## config.mk

```make
export PLATFORM = sky130hd
export DESIGN_NAME = crc_dd_queue
export DESIGN_NICKNAME = d
export VERILOG_FILES = /design/src/hdl/crc_dd_pkg.sv /design/src/hdl/crc_dd_queue.sv
export SDC_FILE = /design/constraint.sdc
export NUM_CORES = 1
export LEC_CHECK = 0
export BUFFER_PORTS_ARGS = -buffer_cell sky130_fd_sc_hd__clkbuf_2
export CORE_MARGIN = 2
export CORE_UTILIZATION = 52
export CTS_BUF_LIST = sky130_fd_sc_hd__clkbuf_16
export DETAILED_ROUTE_END_ITERATION = 10
export PLACE_DENSITY = 0.87
export SYNTH_ARGS = -nofsm -noshare
export SYNTH_HDL_FRONTEND = slang
export SYNTH_SLANG_ARGS = --single-unit
```

## constraint.sdc

```tcl
create_clock -name clk -period 3.3 [get_ports clk]
set_input_delay 0.33 -clock clk [delete_from_list [all_inputs] [get_ports clk]]
set_output_delay 0.33 -clock clk [all_outputs]
set_load 0.03 [all_outputs]
```

## src/hdl/crc_dd_pkg.sv

```systemverilog
`default_nettype none
package crc_dd_pkg;

	localparam int TABLE_DEPTH = 8192;
	localparam int IDX_W = $clog2(TABLE_DEPTH);
	localparam int CNT_W = $clog2(TABLE_DEPTH + 1);

	localparam int Q_DEPTH = 2;
	localparam int Q_PTR_W = 1;
	localparam int Q_CNT_W = 2;

	localparam logic [31:0] CRC_ONES = 32'hFFFF_FFFF;
	localparam logic [31:0] CRC_POLY = 32'hEDB8_8320;

	// One queued word: either a finished string CRC or a clear of the set.
	typedef struct packed {
		logic        clr;
		logic [31:0] crc;
	} cmd_t;

	// Folds one byte into a reflected CRC-32, one bit per step.
	function automatic logic [31:0] crc_fold(input logic [31:0] crc, input logic [7:0] b);
		logic [31:0] c;
		c = crc ^ {24'd0, b};
		for (int i = 0; i < 8; i++) begin
			c = c[0] ? ((c >> 1) ^ CRC_POLY) : (c >> 1);
		end
		return c;
	endfunction

endpackage
`default_nettype wire

```

## src/hdl/crc_dd_queue.sv

```systemverilog
`default_nettype none
module crc_dd_queue import crc_dd_pkg::*; (
	input  wire logic clk,
	input  wire logic arst_n,
	input  wire logic push,
	input  cmd_t      push_cmd,
	input  wire logic pop,
	output cmd_t      head,
	output logic      empty,
	output logic      full
);

	cmd_t               slot_q [Q_DEPTH];
	logic [Q_PTR_W-1:0] wr_ptr_q;
	logic [Q_PTR_W-1:0] rd_ptr_q;
	logic [Q_CNT_W-1:0] cnt_q;

	assign empty = (cnt_q == '0);
	assign full  = (cnt_q == Q_CNT_W'(Q_DEPTH));
	assign head  = slot_q[rd_ptr_q];

	always_ff @(posedge clk) begin
		if (push && !full) begin
			slot_q[wr_ptr_q] <= push_cmd;
		end
	end

	always_ff @(posedge clk or negedge arst_n) begin
		if (!arst_n) begin
			wr_ptr_q <= '0;
			rd_ptr_q <= '0;
			cnt_q    <= '0;
		end else begin
			if (push && !full) begin
				wr_ptr_q <= wr_ptr_q + 1'b1;
			end
			if (pop && !empty) begin
				rd_ptr_q <= rd_ptr_q + 1'b1;
			end
			cnt_q <= cnt_q + Q_CNT_W'(push && !full) - Q_CNT_W'(pop && !empty);
		end
	end

endmodule
`default_nettype wire

```

* Word level (Yosys, flattened, before mapping)
Memory sizes are Yosys's and may differ from the RTL's.
Cells that the tools add are included.
W data, S select, Z words.
** Word-level totals
- Register bits :: 4
- RAM bits :: 66
- Input port bits :: 37
- Output and inout port bits :: 35
- Memories kept :: 1
** Operators by class
- Add/sub/neg operators :: 4
- Equality and inequality tests :: 1
- Multiplexer cells :: 2
- Reductions and logical operators :: 5
** Memory list
- slot_q :: depth 2, width 33, rd ports 1, clocked after memory_dff 0, wr ports 1, RTL line crc_dd_queue.sv:13 : cmd_t slot_q [Q_DEPTH];
** Operators with widths (count)
- $add A1 B1 Y1 const B :: 2
- $add A2 B1 Y2 :: 1
- $eq A2 B2 Y1 const B :: 1
- $logic_and A1 B1 Y1 :: 2
- $logic_not A1 Y1 :: 2
- $logic_not A2 Y1 :: 1
- $mux W1 :: 2
- $sub A2 B1 Y2 :: 1

* Depth between registers and ports, before layout
- Word-level depth :: 5
- Depth in mapped cells :: 7

* Worst setup path before layout
OpenSTA, ideal clock, no wires.
- Path kind :: flip-flop to flip-flop
- From :: reg cnt_q[1]
- To :: mem slot_q[0][0] (netlist name), enable pin
- Library setup time :: 423 ps
- Data arrival time :: 1991 ps
- Data required time :: 2877 ps
- Setup slack :: 886 ps
- Stages on the path, launching flop included :: 4
- Path buffers :: 0
- Clock period less this slack :: 2414 ps
- Path through :: dfrtp_1 > nand2b_1 > nand2_1 > nor2_1
** Between the ends
- Cells in the longest elaborated chain, start to end :: 5
** Ends and longest elaborated chain
- start: declaration :: RTL line crc_dd_queue.sv:16 : logic [Q_CNT_W-1:0] cnt_q;
- start signal: assignment :: RTL line crc_dd_queue.sv:40 : cnt_q <= cnt_q + Q_CNT_W'(push && !full) - Q_CNT_W'(pop && !empty);
- $eq A2 B2 Y1 :: RTL line crc_dd_queue.sv:19 : assign full = (cnt_q == Q_CNT_W'(Q_DEPTH));
- $logic_not A1 Y1 :: RTL line crc_dd_queue.sv:23 : if (push && !full) begin
- $logic_and A1 B1 Y1 :: RTL line crc_dd_queue.sv:23
- $mux W1 :: RTL line crc_dd_queue.sv:23
- $mux W1 (implied by the code) :: RTL line crc_dd_queue.sv:24 : slot_q[wr_ptr_q] <= push_cmd;
- end: declaration :: RTL line crc_dd_queue.sv:13
No other way between the ends.

==> results.env <==
POST-ROUTE-DRC-COUNT=0
NUMBER_OF_GLOBAL_ROUTE_VIAS_BEFORE_REPAIR=1362
CTS_TREE='done'
CLOCK_SINKS=70
IO_BUFFERS=71
YOSYSSEQAREASHARE=0.7616
PORTION_OF_NETLIST_AREA_OCCUPIED_BY_MUX_CELLS=0.1757
GRTUSAGETOTAL=0.1441
YS_TOP_CELLS_BY_AREA='sky130_fd_sc_hd__edfxtp_1 (72%), sky130_fd_sc_hd__mux2_4 (16%), sky130_fd_sc_hd__dfrtp_1 (3.7%)'
TIMING.FINAL.SETUP_VIOLATIONS=0
LAYOUT-AREA-OVERHEAD-VS-SYNTH_PCT=23.84
MAXSLEWVIOLCOUNT=0
POST_DRT_WL_PER_CELL_UM=14.34
FINAL_HOLD_VIOL_COUNT=0
SYNTH-WARNING-COUNT=0
FINALCRITICALPERIOD_NS=2.284
GRT_FIRST_PASS_WIRELENGTH_UM=6258
DIEAREA_UM2=5854
GRT_MAX_DEGREE=35
CTS_BUFFERS=9
TIMING.CRITICAL_PATH.FANOUT_MAX=34
CLKTRANSATPATHREGS_NS=0.05
FINAL_LAYOUT_SIZE_SUFFIX_GT1_FRAC=0.5777
OUTCOME='complete, no violations'
STARTING_DENSITY_OF_THE_CORE=0.5387
ROW_COUNT=26
MAX_CAP_VIOL_COUNT=0
NUM_VIAS=1313
POSTROUTEANTENNANETS=0
GLOBALPLACE.CONGESTION=0.6381
TIMING.MAX_SLEW.REL_SLACK=0.3297
FINALCLOCKSKEW_NS=0.003861
SYNTH_COMPOUND_GATE_AREA_SHARE=0
CRITICAL_PATH.SLOWEST_CELL='sky130_fd_sc_hd__dfrtp_2'
SYNTH-XOR-AREA-SHARE=0.01281
SYNTHESIS.NETS=160
GRT.OVERFLOW.TOTAL=0
SYN-MEAN-INSTANCE-AREA_UM2=22.59
SYNTH_ADDER_AREA_SHARE=0.009153
NETLIST-CELL-TYPE-COUNT=15
MAIN_COMBINATIONAL_CELL_FAMILY_BY_AREA_AFTER_SYNTHESIS='multiplexers'
CTS_RESIZED=0
WORST_SKEW_PAIR.LATE_LATENCY_NS=0.31
CLOCK.FMAX_MHz=437.8
MAX_SLEW.WORST_PIN.SLEW_NS=1.005
FIN_SETUP_TNS_NS=0
CELLPOWERDENSITY_nW_PER_UM2=984.4
CRIT_ARRIVAL_NS=1.95
PLACEABLECOREAREA_UM2=5075
FLOORPLAN.DIE.HEIGHT_UM=76.51
SYNTH.LARGEST_AREA_CELL='sky130_fd_sc_hd__edfxtp_1'
PRECTSSETUPSLACK_NS=1.317
WORST_SETUP_PATH_END_KIND='output port'
VIAS_CELL=4.757
SYNTH.CELL_AREA_UM2=2734
CRITICAL_PATH_REQUIRED_NS=2.97
IRDROPWORSTVDD_mV=0.7317
TOTAL_OF_FLIP_FLOPS_PLUS_LATCHES_AFTER_SYNTHESIS=70
UNREPAIRED_SETUP_ENDPOINTS_AFTER_GLOBAL_ROUTING='false'
START_KIND='flip-flop'
DETAIL_ROUTE.FIRST_PASS.ITERATIONS=4
FINAL_CRITICAL_PATH_SETUP_SLACK_NS=1.016
CLOCK_TREE.BUFFER_DEPTH=2
CTSROOTBUFFERMASTER='sky130_fd_sc_hd__clkbuf_16'
DIODES=0
YOSYS.AREA_SHARE.SIMPLE=0.01190
CRITICALPATHCATEGORY='reg -> out'
CTS_MAX_LEVEL=3
DESIGN.FINAL.NETS=240
PATH_CELLS='mux2_2 -> clkbuf_2'
LARGEST_STAGE_DELAY_WORST_PATH_NS=1.02
FP.DIEW_UM=76.51
FIRST_ITER_VIOLATIONS=70
SYNTH.TOP_CELL.AREA_SHARE=0.7249
DRT_WL_TOTAL_UM=3958
MIN_PATH_TYPE='in -> reg'
ANTENNA_FOUND_INITIAL=0
NUMBER_OF_PORTS_PLACED_ON_THE_DIE_BOUNDARY=72
REG2REG_SETUP_SLACK_NS=1.42
P_LEAK_nW=1.421
SYNTHCELLS=121
TIMING.FINAL.CRIT_SHARE=0.6921
[worst paths after layout]
check / from / end / cells after the start
worst max-delay path: rd_ptr_q$_DFFE_PN0P_ / head[27] / 2
worst min-delay path: push_cmd[8] / slot_q[1][8]$_DFFE_PP_ / 1
worst max register to register: cnt_q[1]$_DFF_PN0_ / slot_q[1][22]$_DFFE_PP_ / 3
worst min register to register: cnt_q[1]$_DFF_PN0_ / cnt_q[1]$_DFF_PN0_ / 1
max in group asynchronous: arst_n / rd_ptr_q$_DFFE_PN0P_ / 2
min in group asynchronous: arst_n / cnt_q[0]$_DFF_PN0_ / 2
[area by class of cell]
cell class / instances / area (um2)
Fill cell: 366 / 1689
Clock inverter: 7 / 28.78
Sequential cell: 70 / 2083
Tap cell: 70 / 87.58
Clock buffer: 9 / 225.2
Multi-Input combinational cell: 45 / 580.6
Inverter: 2 / 7.507
Timing Repair Buffer: 73 / 372.9
[per-layer routing]
metal | vias to the layer above | wire (um) | global-route usage
met5 | - | 0 | 0
met2 | 50 | 2098 | 0.2487
li1 | 630 | - | -
met4 | 0 | 64 | 0.07091
met3 | 8 | 219 | 0.04858
met1 | 625 | 1575 | 0.1594
[timing repair]
item                      in CTS  in global routing
hold buffers                   1                  0
hold endpoints to repair       4                  0
setup buffers                  0                  0
[critical path, delay by kind of cell, from the launching register on]
kind,cells,cell delay (ns)
muxes,1,0.43
buffers and inverters,1,0.18
DFF,1,1.02
[cell usage after synthesis, drive strengths merged]
cell,count
ha,2
and3,1
nor2,2
xnor2,3
nand2b,1
mux2,33
dfrtp,4
nor2b,1
inv,2
nand2,1
buf,4
edfxtp,66
xor2,1
[kinds of logic after synthesis]
kind of cell,after synthesis
flip-flops,70
multiplexers,33
buffers and inverters,6
AND/OR/NAND/NOR,6
XOR/XNOR,4
adder cells (fa/ha/maj),2
[sequential cells by signal, indices dropped and copies added (netlist names)]
register and cells:
cnt_q 2, wr_ptr_q 1, rd_ptr_q 1, slot_q 66
[cell usage in the layout, fill, tap and decap left out, types with 2 or more instances in the layout]
| master | n |
|---|---|
| sky130_fd_sc_hd__clkinv_2 | 2 |
| sky130_fd_sc_hd__dfrtp_1 | 3 |
| sky130_fd_sc_hd__edfxtp_1 | 66 |
| sky130_fd_sc_hd__mux2_4 | 29 |
| sky130_fd_sc_hd__mux2_2 | 4 |
| sky130_fd_sc_hd__inv_1 | 7 |
| sky130_fd_sc_hd__ha_1 | 2 |
| sky130_fd_sc_hd__clkbuf_16 | 9 |
| sky130_fd_sc_hd__clkbuf_2 | 71 |
| sky130_fd_sc_hd__xnor2_1 | 3 |
[metrics by stage]
stage	total power, mW	hold slack [ns]	util	instance area, um2	cells
floorplan	2.364	0.03441	-	2734	121
global placement	2.551	0.1440	0.6151	3122	259
detailed placement	2.580	0.1447	0.6151	3122	259
CTS	3.375	0.1930	0.6672	3386	276
global route	3.477	0.1904	0.6672	3386	276
finish	3.333	0.2027	0.6672	3386	276
[report_power, final]
part           internal [mW]  switching [mW]
logic                  0.490           0.664
registers               1.22           0.168
clock network          0.490           0.298
(Power assumes the default switching activity.)
