`src/hdl/crc_dd_pkg.sv`:
```
`default_nettype none
package crc_dd_pkg;

	localparam int TABLE_DEPTH = 8192;
	localparam int IDX_W = $clog2(TABLE_DEPTH);
	localparam int CNT_W = $clog2(TABLE_DEPTH + 1);

	localparam int Q_DEPTH = 2;
	localparam int Q_PTR_W = 1;
	localparam int Q_CNT_W = 2;

	localparam logic [31:0] CRC_ONES = 32'hFFFF_FFFF;
	localparam logic [31:0] CRC_POLY = 32'hEDB8_8320;

	// One queued word: either a finished string CRC or a clear of the set.
	typedef struct packed {
		logic        clr;
		logic [31:0] crc;
	} cmd_t;

	// Folds one byte into a reflected CRC-32, one bit per step.
	function automatic logic [31:0] crc_fold(input logic [31:0] crc, input logic [7:0] b);
		logic [31:0] c;
		c = crc ^ {24'd0, b};
		for (int i = 0; i < 8; i++) begin
			c = c[0] ? ((c >> 1) ^ CRC_POLY) : (c >> 1);
		end
		return c;
	endfunction

endpackage
`default_nettype wire

```
`src/hdl/crc_dd_front.sv`:
```
`default_nettype none
module crc_dd_front import crc_dd_pkg::*; (
	input  wire logic       clk,
	input  wire logic       arst_n,
	input  wire logic       start,
	input  wire logic       operation,
	input  wire logic [7:0] data_byte,
	input  wire logic       last_byte,
	input  wire logic       q_full,
	output logic            push,
	output cmd_t            push_cmd
);

	logic        accept;
	logic [31:0] crc_q;
	logic [31:0] crc_nxt;

	assign accept  = start && !q_full;
	assign crc_nxt = crc_fold(crc_q, data_byte);

	// A clear travels through the queue so that it stays in order with pending searches.
	always_comb begin
		push         = 1'b0;
		push_cmd.clr = operation;
		push_cmd.crc = crc_nxt ^ CRC_ONES;
		if (accept) begin
			push = operation || last_byte;
		end
	end

	always_ff @(posedge clk or negedge arst_n) begin
		if (!arst_n) begin
			crc_q <= CRC_ONES;
		end else if (accept) begin
			if (operation || last_byte) begin
				crc_q <= CRC_ONES;
			end else begin
				crc_q <= crc_nxt;
			end
		end
	end

endmodule
`default_nettype wire

```
`config.mk`:
```
export PLATFORM = sky130hd
export DESIGN_NAME = crc_dd_front
export DESIGN_NICKNAME = d
export VERILOG_FILES = /design/src/hdl/crc_dd_pkg.sv /design/src/hdl/crc_dd_front.sv
export SDC_FILE = /design/constraint.sdc
export NUM_CORES = 1
export LEC_CHECK = 0
export BUFFER_PORTS_ARGS = -buffer_cell sky130_fd_sc_hd__buf_2
export CELL_PAD_IN_SITES_DETAIL_PLACEMENT = 0
export CELL_PAD_IN_SITES_GLOBAL_PLACEMENT = 1
export CORE_ASPECT_RATIO = 0.7
export CORE_MARGIN = 2
export CORE_UTILIZATION = 30
export DETAILED_ROUTE_END_ITERATION = 8
export PLACE_DENSITY_LB_ADDON = 0.15
export SLEW_MARGIN = 20
export SYNTH_ARGS = -nofsm -noshare
export SYNTH_HDL_FRONTEND = slang
export SYNTH_SLANG_ARGS = --single-unit
```
`constraint.sdc`:
```
create_clock -name clk -period 2.6 [get_ports clk]
set_clock_uncertainty 0.1 [all_clocks]
set_input_delay 0.39 -clock clk [delete_from_list [all_inputs] [get_ports clk]]
set_output_delay 0.39 -clock clk [all_outputs]
set_load 0.02 [all_outputs]
```
=== Word-level counts from Yosys, hierarchy flattened ===
Cells that the tools add are included.
Widths: inputs -> output; s select.

* Bits in registers: 32
* Bits of input ports: 14
* Output and inout port bits: 34
* Word-level logic and storage cells: 24

* Multiplexer cells: 10
* Bitwise gates (word level): 10
* Reduce and logical (&&, ||, !) cells: 3

{| class="wikitable"
|+ Operators by type and width
! cell !! count
|-
| $mux 32 || 9
|-
| $not 13->14 || 8
|-
| $not 32->32 || 1
|-
| $xor 32x8->32 || 1
|-
| $logic_and 1x1->1 || 1
|-
| $logic_not 1->1 || 1
|-
| $logic_or 1x1->1 || 1
|-
| $mux 1 || 1
|}

=== Longest topological paths before layout ===
Gate-level depths: netlist of run 1.

* Depth after elaboration: 18
* Mapped depth: 5
* Mapped depth without buffers: 4

=== Worst setup path before layout of run 1 ===
OpenSTA, ideal clock, no wires.

* Path type: reg-to-output
* Start point: reg crc_q[7]
* End point: out push_cmd[27] (netlist name)
* Data arrival time: 1.823 ns
* Slack: 0.287 ns
* Stages on the path, launching flop included: 4
* Path buffers: 0
* Cells stage by stage: dfstp_2 -> xor2_4 -> xor2_4 -> xor3_4

{| class="wikitable"
|+ RTL lines
! what !! RTL line !! source
|-
| start: declaration || crc_dd_front.sv:15 || <nowiki>logic [31:0] crc_q;</nowiki>
|-
| start signal: assignment || crc_dd_front.sv:38 || <nowiki>crc_q <= crc_nxt;</nowiki>
|-
| end: declaration || crc_dd_front.sv:11 || <nowiki>output cmd_t push_cmd</nowiki>
|}

==> metrics.md, run 1 <==
| Metric | Value |
|---|---|
| Critical path type | reg2out |
| PortBufs | between 40 and 50 |
| Post-Syn Nets | between 150 and 200 |
| Fin cells | about 340 |
| Vias after detailed routing | about 1500 |
| Die width | approximately 110 um |
| Fin crit share | a little over nine tenths |
| N_diodes | 0 |
| Number of synthesized register bits | 32 |
| FF-to-FF Start | crc_q[3] |
| Worst Hold Depth | 2 |
| Worst Hold End | crc_q[24] |
| Initial DRC count | between 50 and 60 |
| Hold Path Class | reg2reg |
| Synthesis-to-layout area growth | 29.0% |
| Synth area leaders | dfstp_2 (38%), xnor3_1 (12%), xnor2_1 (8.3%) |
| Relative slew slack | about half |
| Die Span Y | between 70 and 80 um |
| Final count of negative-setup-slack endpoints | 0 |
| GR peak layer | met1 |
| Final hold vios | 0 |
| Layout fillers | a little over 700 |
| Clock Tree Root | clkbuf_8 |
| CTS sink count | 32 |
| WL per Instance | 15.6 um |
| Antenna-violating nets left | 0 |
| Met1 Use GR | 20.7% |
| Fmax | a little under 400 MHz |
| Leading area contributor after synthesis | dfstp_2 |
| RePlAce Congestion | 0.686 |
| Total Routing Usage GR | about 14% |
| Nature of the critical path startpoint | flop |
| First-pass GRT wire length | ~8.5 mm |
| Final critical-path required period | approximately 2.5 ns |
| Vias in the first global route | about 1500 |
| Clk Latency, worst-skew pair | 0.28 ns |
| Sequential fraction of the synthesis area | between 30% and 40% |
| Largest net degree at the start of global routing | 33 |
| Status | complete, no violations |
| Final net count | about 260 |
| Top Registers | crc_q x32 |
| Number of detailed-route iterations in the first pass | 4 |
| Post-Synthesis Cell Area | approximately 2200 sq um |
| Crit end category | output pin |
| Setup_tns | 0 ns |
| Hold_sp | crc_q[24] |
| R2R setup slack | about 0.65 ns |
| Post-DP HPWL | 3.75 mm |
| Hold Buf Count CTS | 0 |
| Syn Area/Cell | ~13 sq um |
| Share of cells above drive strength 1 | a little over half |
| Top reg by flops | crc_q |
| Slew Limit Fails | 0 |
| Met2 GRT Util | approximately a fifth |
| Worst path required time | ~2.1 ns |
| H-tree levels | 2 |
| TritonCTS Buffers | 5 |
| Via/cell ratio | 4.32 |
| Row Count | 26 |
| DRC errors left | 0 |
| Reg2Reg Depth | 6 |
| Post-synth top area share | between 30 and 40% |
| Starting Density | approximately 31% |
| Clock transition at the registers of the reported paths | ~0.070 ns |
| WP data arrival | around 2.0 ns |
| Setup repair after global routing missed its margin | true |
| CTS tree | built |
| Yosys cell types | 20 |
| Placed cell count | around 330 |
| Total Wirelength | between 5 and 6 mm |
| Bufs on Longest Clock Path | 2 |
| Core Footprint | 7250 sq um |
| Total grt overflow | 0 |
| Synth warnings | 0 |
| I/O pins | 48 |
| Highest fanout seen on the critical path | 6 |
| RR Endpoint | crc_q[22] |
| Worst Tran Pin Value | 0.761 ns |
| Grt met3 use | under 10% |
| Die Footprint | approximately 8000 sq um |
| Synth Instances | approximately 170 |
| Initial antenna violation count | 0 |
| Max-Cap Viols | 0 |
| Max reg flops | 32 |
## critical path, stage by stage, from the launching register on
cell and delay (ns):
dfstp_2 0.57, xnor2_2 0.14, xnor2_4 0.39, xor3_4 0.48, buf_2 0.18
## cell usage after synthesis
cell / number
xor2_2: 1
xnor3_1: 12
clkbuf_1: 5
xor3_1: 3
a21oi_1: 31
nand2b_1: 1
dfstp_2: 32
nor3_1: 1
xor2_1: 12
nor2_1: 34
xnor3_2: 3
buf_4: 1
nor2b_1: 1
a21oi_2: 1
clkbuf_8: 2
xnor2_1: 21
xor3_4: 1
xnor2_4: 4
xnor2_2: 5
xor2_4: 3
## logic make-up after synthesis
logic type                Yosys count  synth area share [%]
AOI/OAI and AO/OA                  32                  7.37
xor gates and xnor gates           65                  45.9
buffers and inverters               8                  2.42
DFF                                32                  37.8
and+or+nand+nor                    37                  6.53
## cell type report
cell class	instances	area, sq um	area share [%]
clock buffers	7	96.3	3.36
multi-input cells	134	1360	47.5
flip-flops and latches	32	841	29.3
well taps	98	123	4.27
repair buffers	72	447	15.6
## stage by stage
step	setup slack, ns	utilization [%]	hold WS (ns)	area, sq um
6_report	0.0686	39.5	0.408	2870
4_1_cts	-0.0400	38.5	0.410	2790
3_5_place_dp	0.156	36.6	0.395	2650
5_1_grt	-0.00746	39.5	0.418	2870
3_3_place_gp	0.176	36.6	0.393	2650
2_1_floorplan	0.287	-	0.142	2220
## metal layers
| metal | part of all wire (%) | wire, um |
|---|---|---|
| met5 | 0 | 0 |
| met4 | 0.58 | 31 |
| met3 | 3.5 | 188 |
| met2 | 45 | 2410 |
| met1 | 51 | 2720 |
## timing repair
| action | CTS | global route |
|---|---|---|
| resized for setup | 3 | 3 |
| hold endpoints to repair | 0 | 0 |
| buffers inserted | 3 | 8 |
| setup endpoints to repair | 12 | 10 |
| pin swaps | 4 | 4 |
## worst max path at each step
stage                        start           end  cells past startpoint
after floorplan           crc_q[7]  push_cmd[27]                      3
after global placement    crc_q[7]  push_cmd[27]                      5
after detailed placement  crc_q[7]  push_cmd[27]                      5
after CTS                 crc_q[7]  push_cmd[27]                      5
after global routing      crc_q[3]  push_cmd[17]                      5
final                     crc_q[4]  push_cmd[27]                      4
## layout by cell type (no fill, tap or decap), types with 5 or more instances in the layout
master    count
buf_4        21
xnor3_1      12
a21oi_1      31
xnor2_4       5
dfstp_2      32
xor2_1       12
nor2_1       34
buf_2        47
xnor2_1      19
xnor2_2       6
clkbuf_8      7
Power of run 1 is left out: the tool's default activity adds up to more than one toggle a clock period on the data nets, which glitch-free logic cannot reach.
==> inputs of run 2 (changes only) <==
==> constraint.sdc (replaced) <==
create_clock -name clk -period 2.6 [get_ports clk]
set_clock_uncertainty 0.1 [all_clocks]
set_input_delay 0.26 -clock clk [delete_from_list [all_inputs] [get_ports clk]]
set_output_delay 0.26 -clock clk [all_outputs]
set_load 0.02 [all_outputs]
==> metrics.md, run 2 (synthesis gave the netlist of run 1 again) <==
| Metric | Value |
|---|---|
| Total grt overflow | 0 |
| Hold Path Class | in2async |
| Critical path type | reg2out |
| Max reg flops | 32 |
| Largest net degree at the start of global routing | 33 |
| WL per Instance | between 15 and 20 um |
| First-pass GRT wire length | approximately 8.6 mm |
| RR Endpoint | crc_q[19] |
| Bufs on Longest Clock Path | 2 |
| Starting Density | a little under a third |
| Final critical-path required period | between 2 and 3 ns |
| Clk Latency, worst-skew pair | slightly below 0.3 ns |
| Top Registers | crc_q x32 |
| Most frequent cells in the layout | buf_2 (47), nor2_1 (34), dfstp_2 (32) |
| Slew Limit Fails | 0 |
| Reg2Reg Depth | 5 |
| Final net count | ~250 |
| Via/cell ratio | between 4 and 5 |
| Status | complete, no violations |
| Relative slew slack | 49.8% |
| Final count of negative-setup-slack endpoints | 0 |
| Vias in the first global route | 1526 |
| Total Wirelength | around 5.2 mm |
| I/O pins | 48 |
| CTS sink count | 32 |
| Fmax | 399 MHz |
| Row Count | 26 |
| Leading cell type in the layout, fill and taps excluded | buf_2 |
| Clock transition at the registers of the reported paths | ~0.070 ns |
| Worst path required time | ~2.2 ns |
| Initial DRC count | between 50 and 60 |
| TritonCTS Buffers | 5 |
| Setup repair after global routing missed its margin | false |
| Post-DP HPWL | about 3.7 mm |
| Synthesis-to-layout area growth | 26.8% |
| R2R setup slack | approximately 0.61 ns |
| Worst setup startpoint | crc_q[6] |
| Max-Cap Viols | 0 |
| Initial antenna violation count | 0 |
| H-tree levels | 2 |
| Antenna-violating nets left | 0 |
| CTS tree | built |
| Die Footprint | between 8000 and 9000 sq um |
| Total Routing Usage GR | between 10% and 20% |
| Final hold vios | 0 |
| DRC errors left | 0 |
| Vias after detailed routing | about 1400 |
| RePlAce Congestion | around 0.7 |
| Nature of the critical path startpoint | flop |
| Share of cells above drive strength 1 | ~53% |
| Placed cell area | 2600 sq um |
| Clock Tree Root | clkbuf_8 |
| Worst Tran Pin Value | ~0.75 ns |
| FF-to-FF Start | crc_q[6] |
| N_diodes | 0 |
| Fin crit share | between 90% and 100% |
| Die width | 107 um |
| Die Span Y | approximately 76 um |
| Final Cell Area | roughly 2800 sq um |
| Number of detailed-route iterations in the first pass | 4 |
| Crit end category | output pin |
| Core Footprint | ~7300 sq um |
| WP data arrival | 2.15 ns |
| Highest fanout seen on the critical path | 5 |
| Setup_tns | 0 ns |
| PortBufs | 47 |
| Top reg by flops | crc_q |
==> run 2: layout make-up <==
class,count,area (sq um)
Sequential cell,32,841
Timing Repair Buffer,64,363
Clock buffer,7,96.3
Multi-Input combinational cell,134,1370
Clock inverter,1,30.0
Tap cell,98,123
Fill cell,734,4440
==> run 2: what timing repair did <==
item                       in CTS  in global routing
pin swaps                       0                  4
setup endpoints to repair       3                  4
hold buffers                    0                  0
buffers inserted                2                  6
resized for setup               1                  2
==> run 2: through the flow <==
step                      hold WS, ns  worst slack, ns  utilization [%]  instances
after detailed placement        0.393            0.241             35.9        320
after CTS                       0.373         -0.00139             37.9        330
after global routing            0.429           0.0101             38.9        336
after global placement          0.396            0.236             35.9        320
after floorplan                0.0122            0.417                -        174
final                           0.331           0.0945             38.9        336
==> run 2: worst max-delay path by stage <==
stage	cells past startpoint	to	slack [ns]
after floorplan	3	push_cmd[27]	0.42
after global placement	4	push_cmd[25]	0.24
after detailed placement	4	push_cmd[19]	0.24
after CTS	4	push_cmd[19]	-0.001
after global routing	5	push_cmd[19]	0.01
final	5	push_cmd[19]	0.09
==> run 2: critical path: stages, from the launching register on <==
cell     delay (ns)
dfstp_2        0.58
xor2_4         0.29
buf_4          0.21
xor2_1         0.16
xnor3_2        0.45
buf_2          0.17
==> run 2: layer usage <==
metal / vias to the layer above / global-route usage (%) / wire length, um
li1: 699 / - / -
met1: 696 / 21.9 / 2650
met2: 29 / 19.9 / 2330
met3: 5 / 3.25 / 223
met4: 0 / 3.51 / 41
met5: - / 0 / 0
Power of run 2 is left out for the same reason.
==> inputs of run 3 (changes only) <==
clock period = 2.68 ns   (was 2.6 ns; I/O delays follow)
==> metrics.md, run 3 (synthesis gave the netlist of run 1 again) <==
| Metric | Value |
|---|---|
| Status | complete, no violations |
| Fmax | 391 MHz |
| Final net count | around 250 |
| Die Footprint | 8130 sq um |
| Row Count | 26 |
| DRC errors left | 0 |
| Vias after detailed routing | ~1400 |
| Hold Buf Count CTS | 0 |
| Nature of the critical path startpoint | flop |
| N_diodes | 0 |
| Initial antenna violation count | 0 |
| Leading cell type in the layout, fill and taps excluded | buf_2 |
| Number of detailed-route iterations in the first pass | 4 |
| Largest net degree at the start of global routing | 33 |
| Starting Density | a little over 30% |
| Total Wirelength | roughly 5.3 mm |
| Top reg by flops | crc_q |
| Crit end category | output pin |
| Post-DP HPWL | around 3.7 mm |
| CTS tree | built |
| Vias in the first global route | ~1500 |
| Initial DRC count | 47 |
| Synthesis-to-layout area growth | 21.8% |
| Fin crit share | a little over nine tenths |
| Placed cell area | around 2600 sq um |
| Clock Tree Root | clkbuf_8 |
| PortBufs | 47 |
| Via/cell ratio | 4.33 |
| Slew Limit Fails | 0 |
| Layout fillers | approximately 740 |
| TritonCTS Buffers | 5 |
| Most frequent cells in the layout | buf_2 (47), nor2_1 (34), dfstp_2 (32) |
| Post-CTS Setup Repair Bufs | 0 |
| Total grt overflow | 0 |
| Post-CTS resize count | 0 |
| First-pass GRT wire length | approximately 8.6 mm |
| Final critical-path required period | 2.55 ns |
| Die Span Y | roughly 76 um |
| WP data arrival | about 2.2 ns |
| Clk Latency, worst-skew pair | 0.28 ns |
| Hold Path Class | in2async |
| Share of cells above drive strength 1 | 50.0% |
| Worst path required time | approximately 2.3 ns |
| I/O pins | 48 |
| Final count of negative-setup-slack endpoints | 0 |
| Top Registers | crc_q x32 |
| Max-Cap Viols | 0 |
| Bufs on Longest Clock Path | 2 |
| Setup_tns | 0 ns |
| Relative slew slack | between 40% and 50% |
| Core Footprint | roughly 7300 sq um |
| Final hold vios | 0 |
| Antenna-violating nets left | 0 |
| Critical path type | reg2out |
| Max reg flops | 32 |
| Total Routing Usage GR | approximately 14% |
| Clock transition at the registers of the reported paths | roughly 0.07 ns |
| Die width | between 100 and 150 um |
| CTS sink count | 32 |
| WL per Instance | roughly 16 um |
| Highest fanout seen on the critical path | 6 |
| Worst Tran Pin Value | just over 0.8 ns |
| Final Cell Area | approximately 2700 sq um |
| H-tree levels | 2 |
| RePlAce Congestion | about 0.66 |
| Setup repair after global routing missed its margin | false |
## run 3: cell type report
| type | count | area, sq um | share of cell area [%] |
|---|---|---|---|
| Timing Repair Buffer | 58 | 318 | 11.7 |
| Sequential cell | 32 | 841 | 31.1 |
| Multi-Input combinational cell | 134 | 1340 | 49.4 |
| Clock buffer | 8 | 90.1 | 3.33 |
| Tap cell | 98 | 123 | 4.53 |
## run 3: stage by stage
step | cells | worst slack, ns | hold slack, ns | utilization (%)
2_1_floorplan | 174 | 0.489 | 0.0202 | -
3_3_place_gp | 318 | 0.322 | 0.391 | 35.7
3_5_place_dp | 318 | 0.320 | 0.393 | 35.7
4_1_cts | 326 | 0.000143 | 0.389 | 36.9
5_1_grt | 330 | 0.0226 | 0.421 | 37.3
6_report | 330 | 0.126 | 0.379 | 37.3
## run 3: worst paths after layout
check	end	startpoint	slack (ns)	cells past startpoint
worst min register to register	crc_q[31]	crc_q[31]	0.41	2
worst min-delay path	crc_q[23]	arst_n	0.38	1
min in group clk	crc_q[0]	data_byte[2]	0.40	4
worst max-delay path	push_cmd[27]	crc_q[7]	0.13	5
max in group asynchronous	crc_q[8]	arst_n	2.06	1
worst max register to register	crc_q[27]	crc_q[7]	0.65	5
## run 3: metal layers
metal  global-route usage [%]  share of wire, %
met1                     20.7                52
met2                     19.9                44
met3                     3.76               3.8
met4                     3.51              0.43
met5                        0                 0
## run 3: worst max-delay path, stage by stage, from the launching register on
cell and delay (ns):
dfstp_2 0.58, xor2_4 0.24, buf_4 0.18, xor2_4 0.18, xor3_4 0.54, buf_2 0.18
Power of run 3 is left out for the same reason.
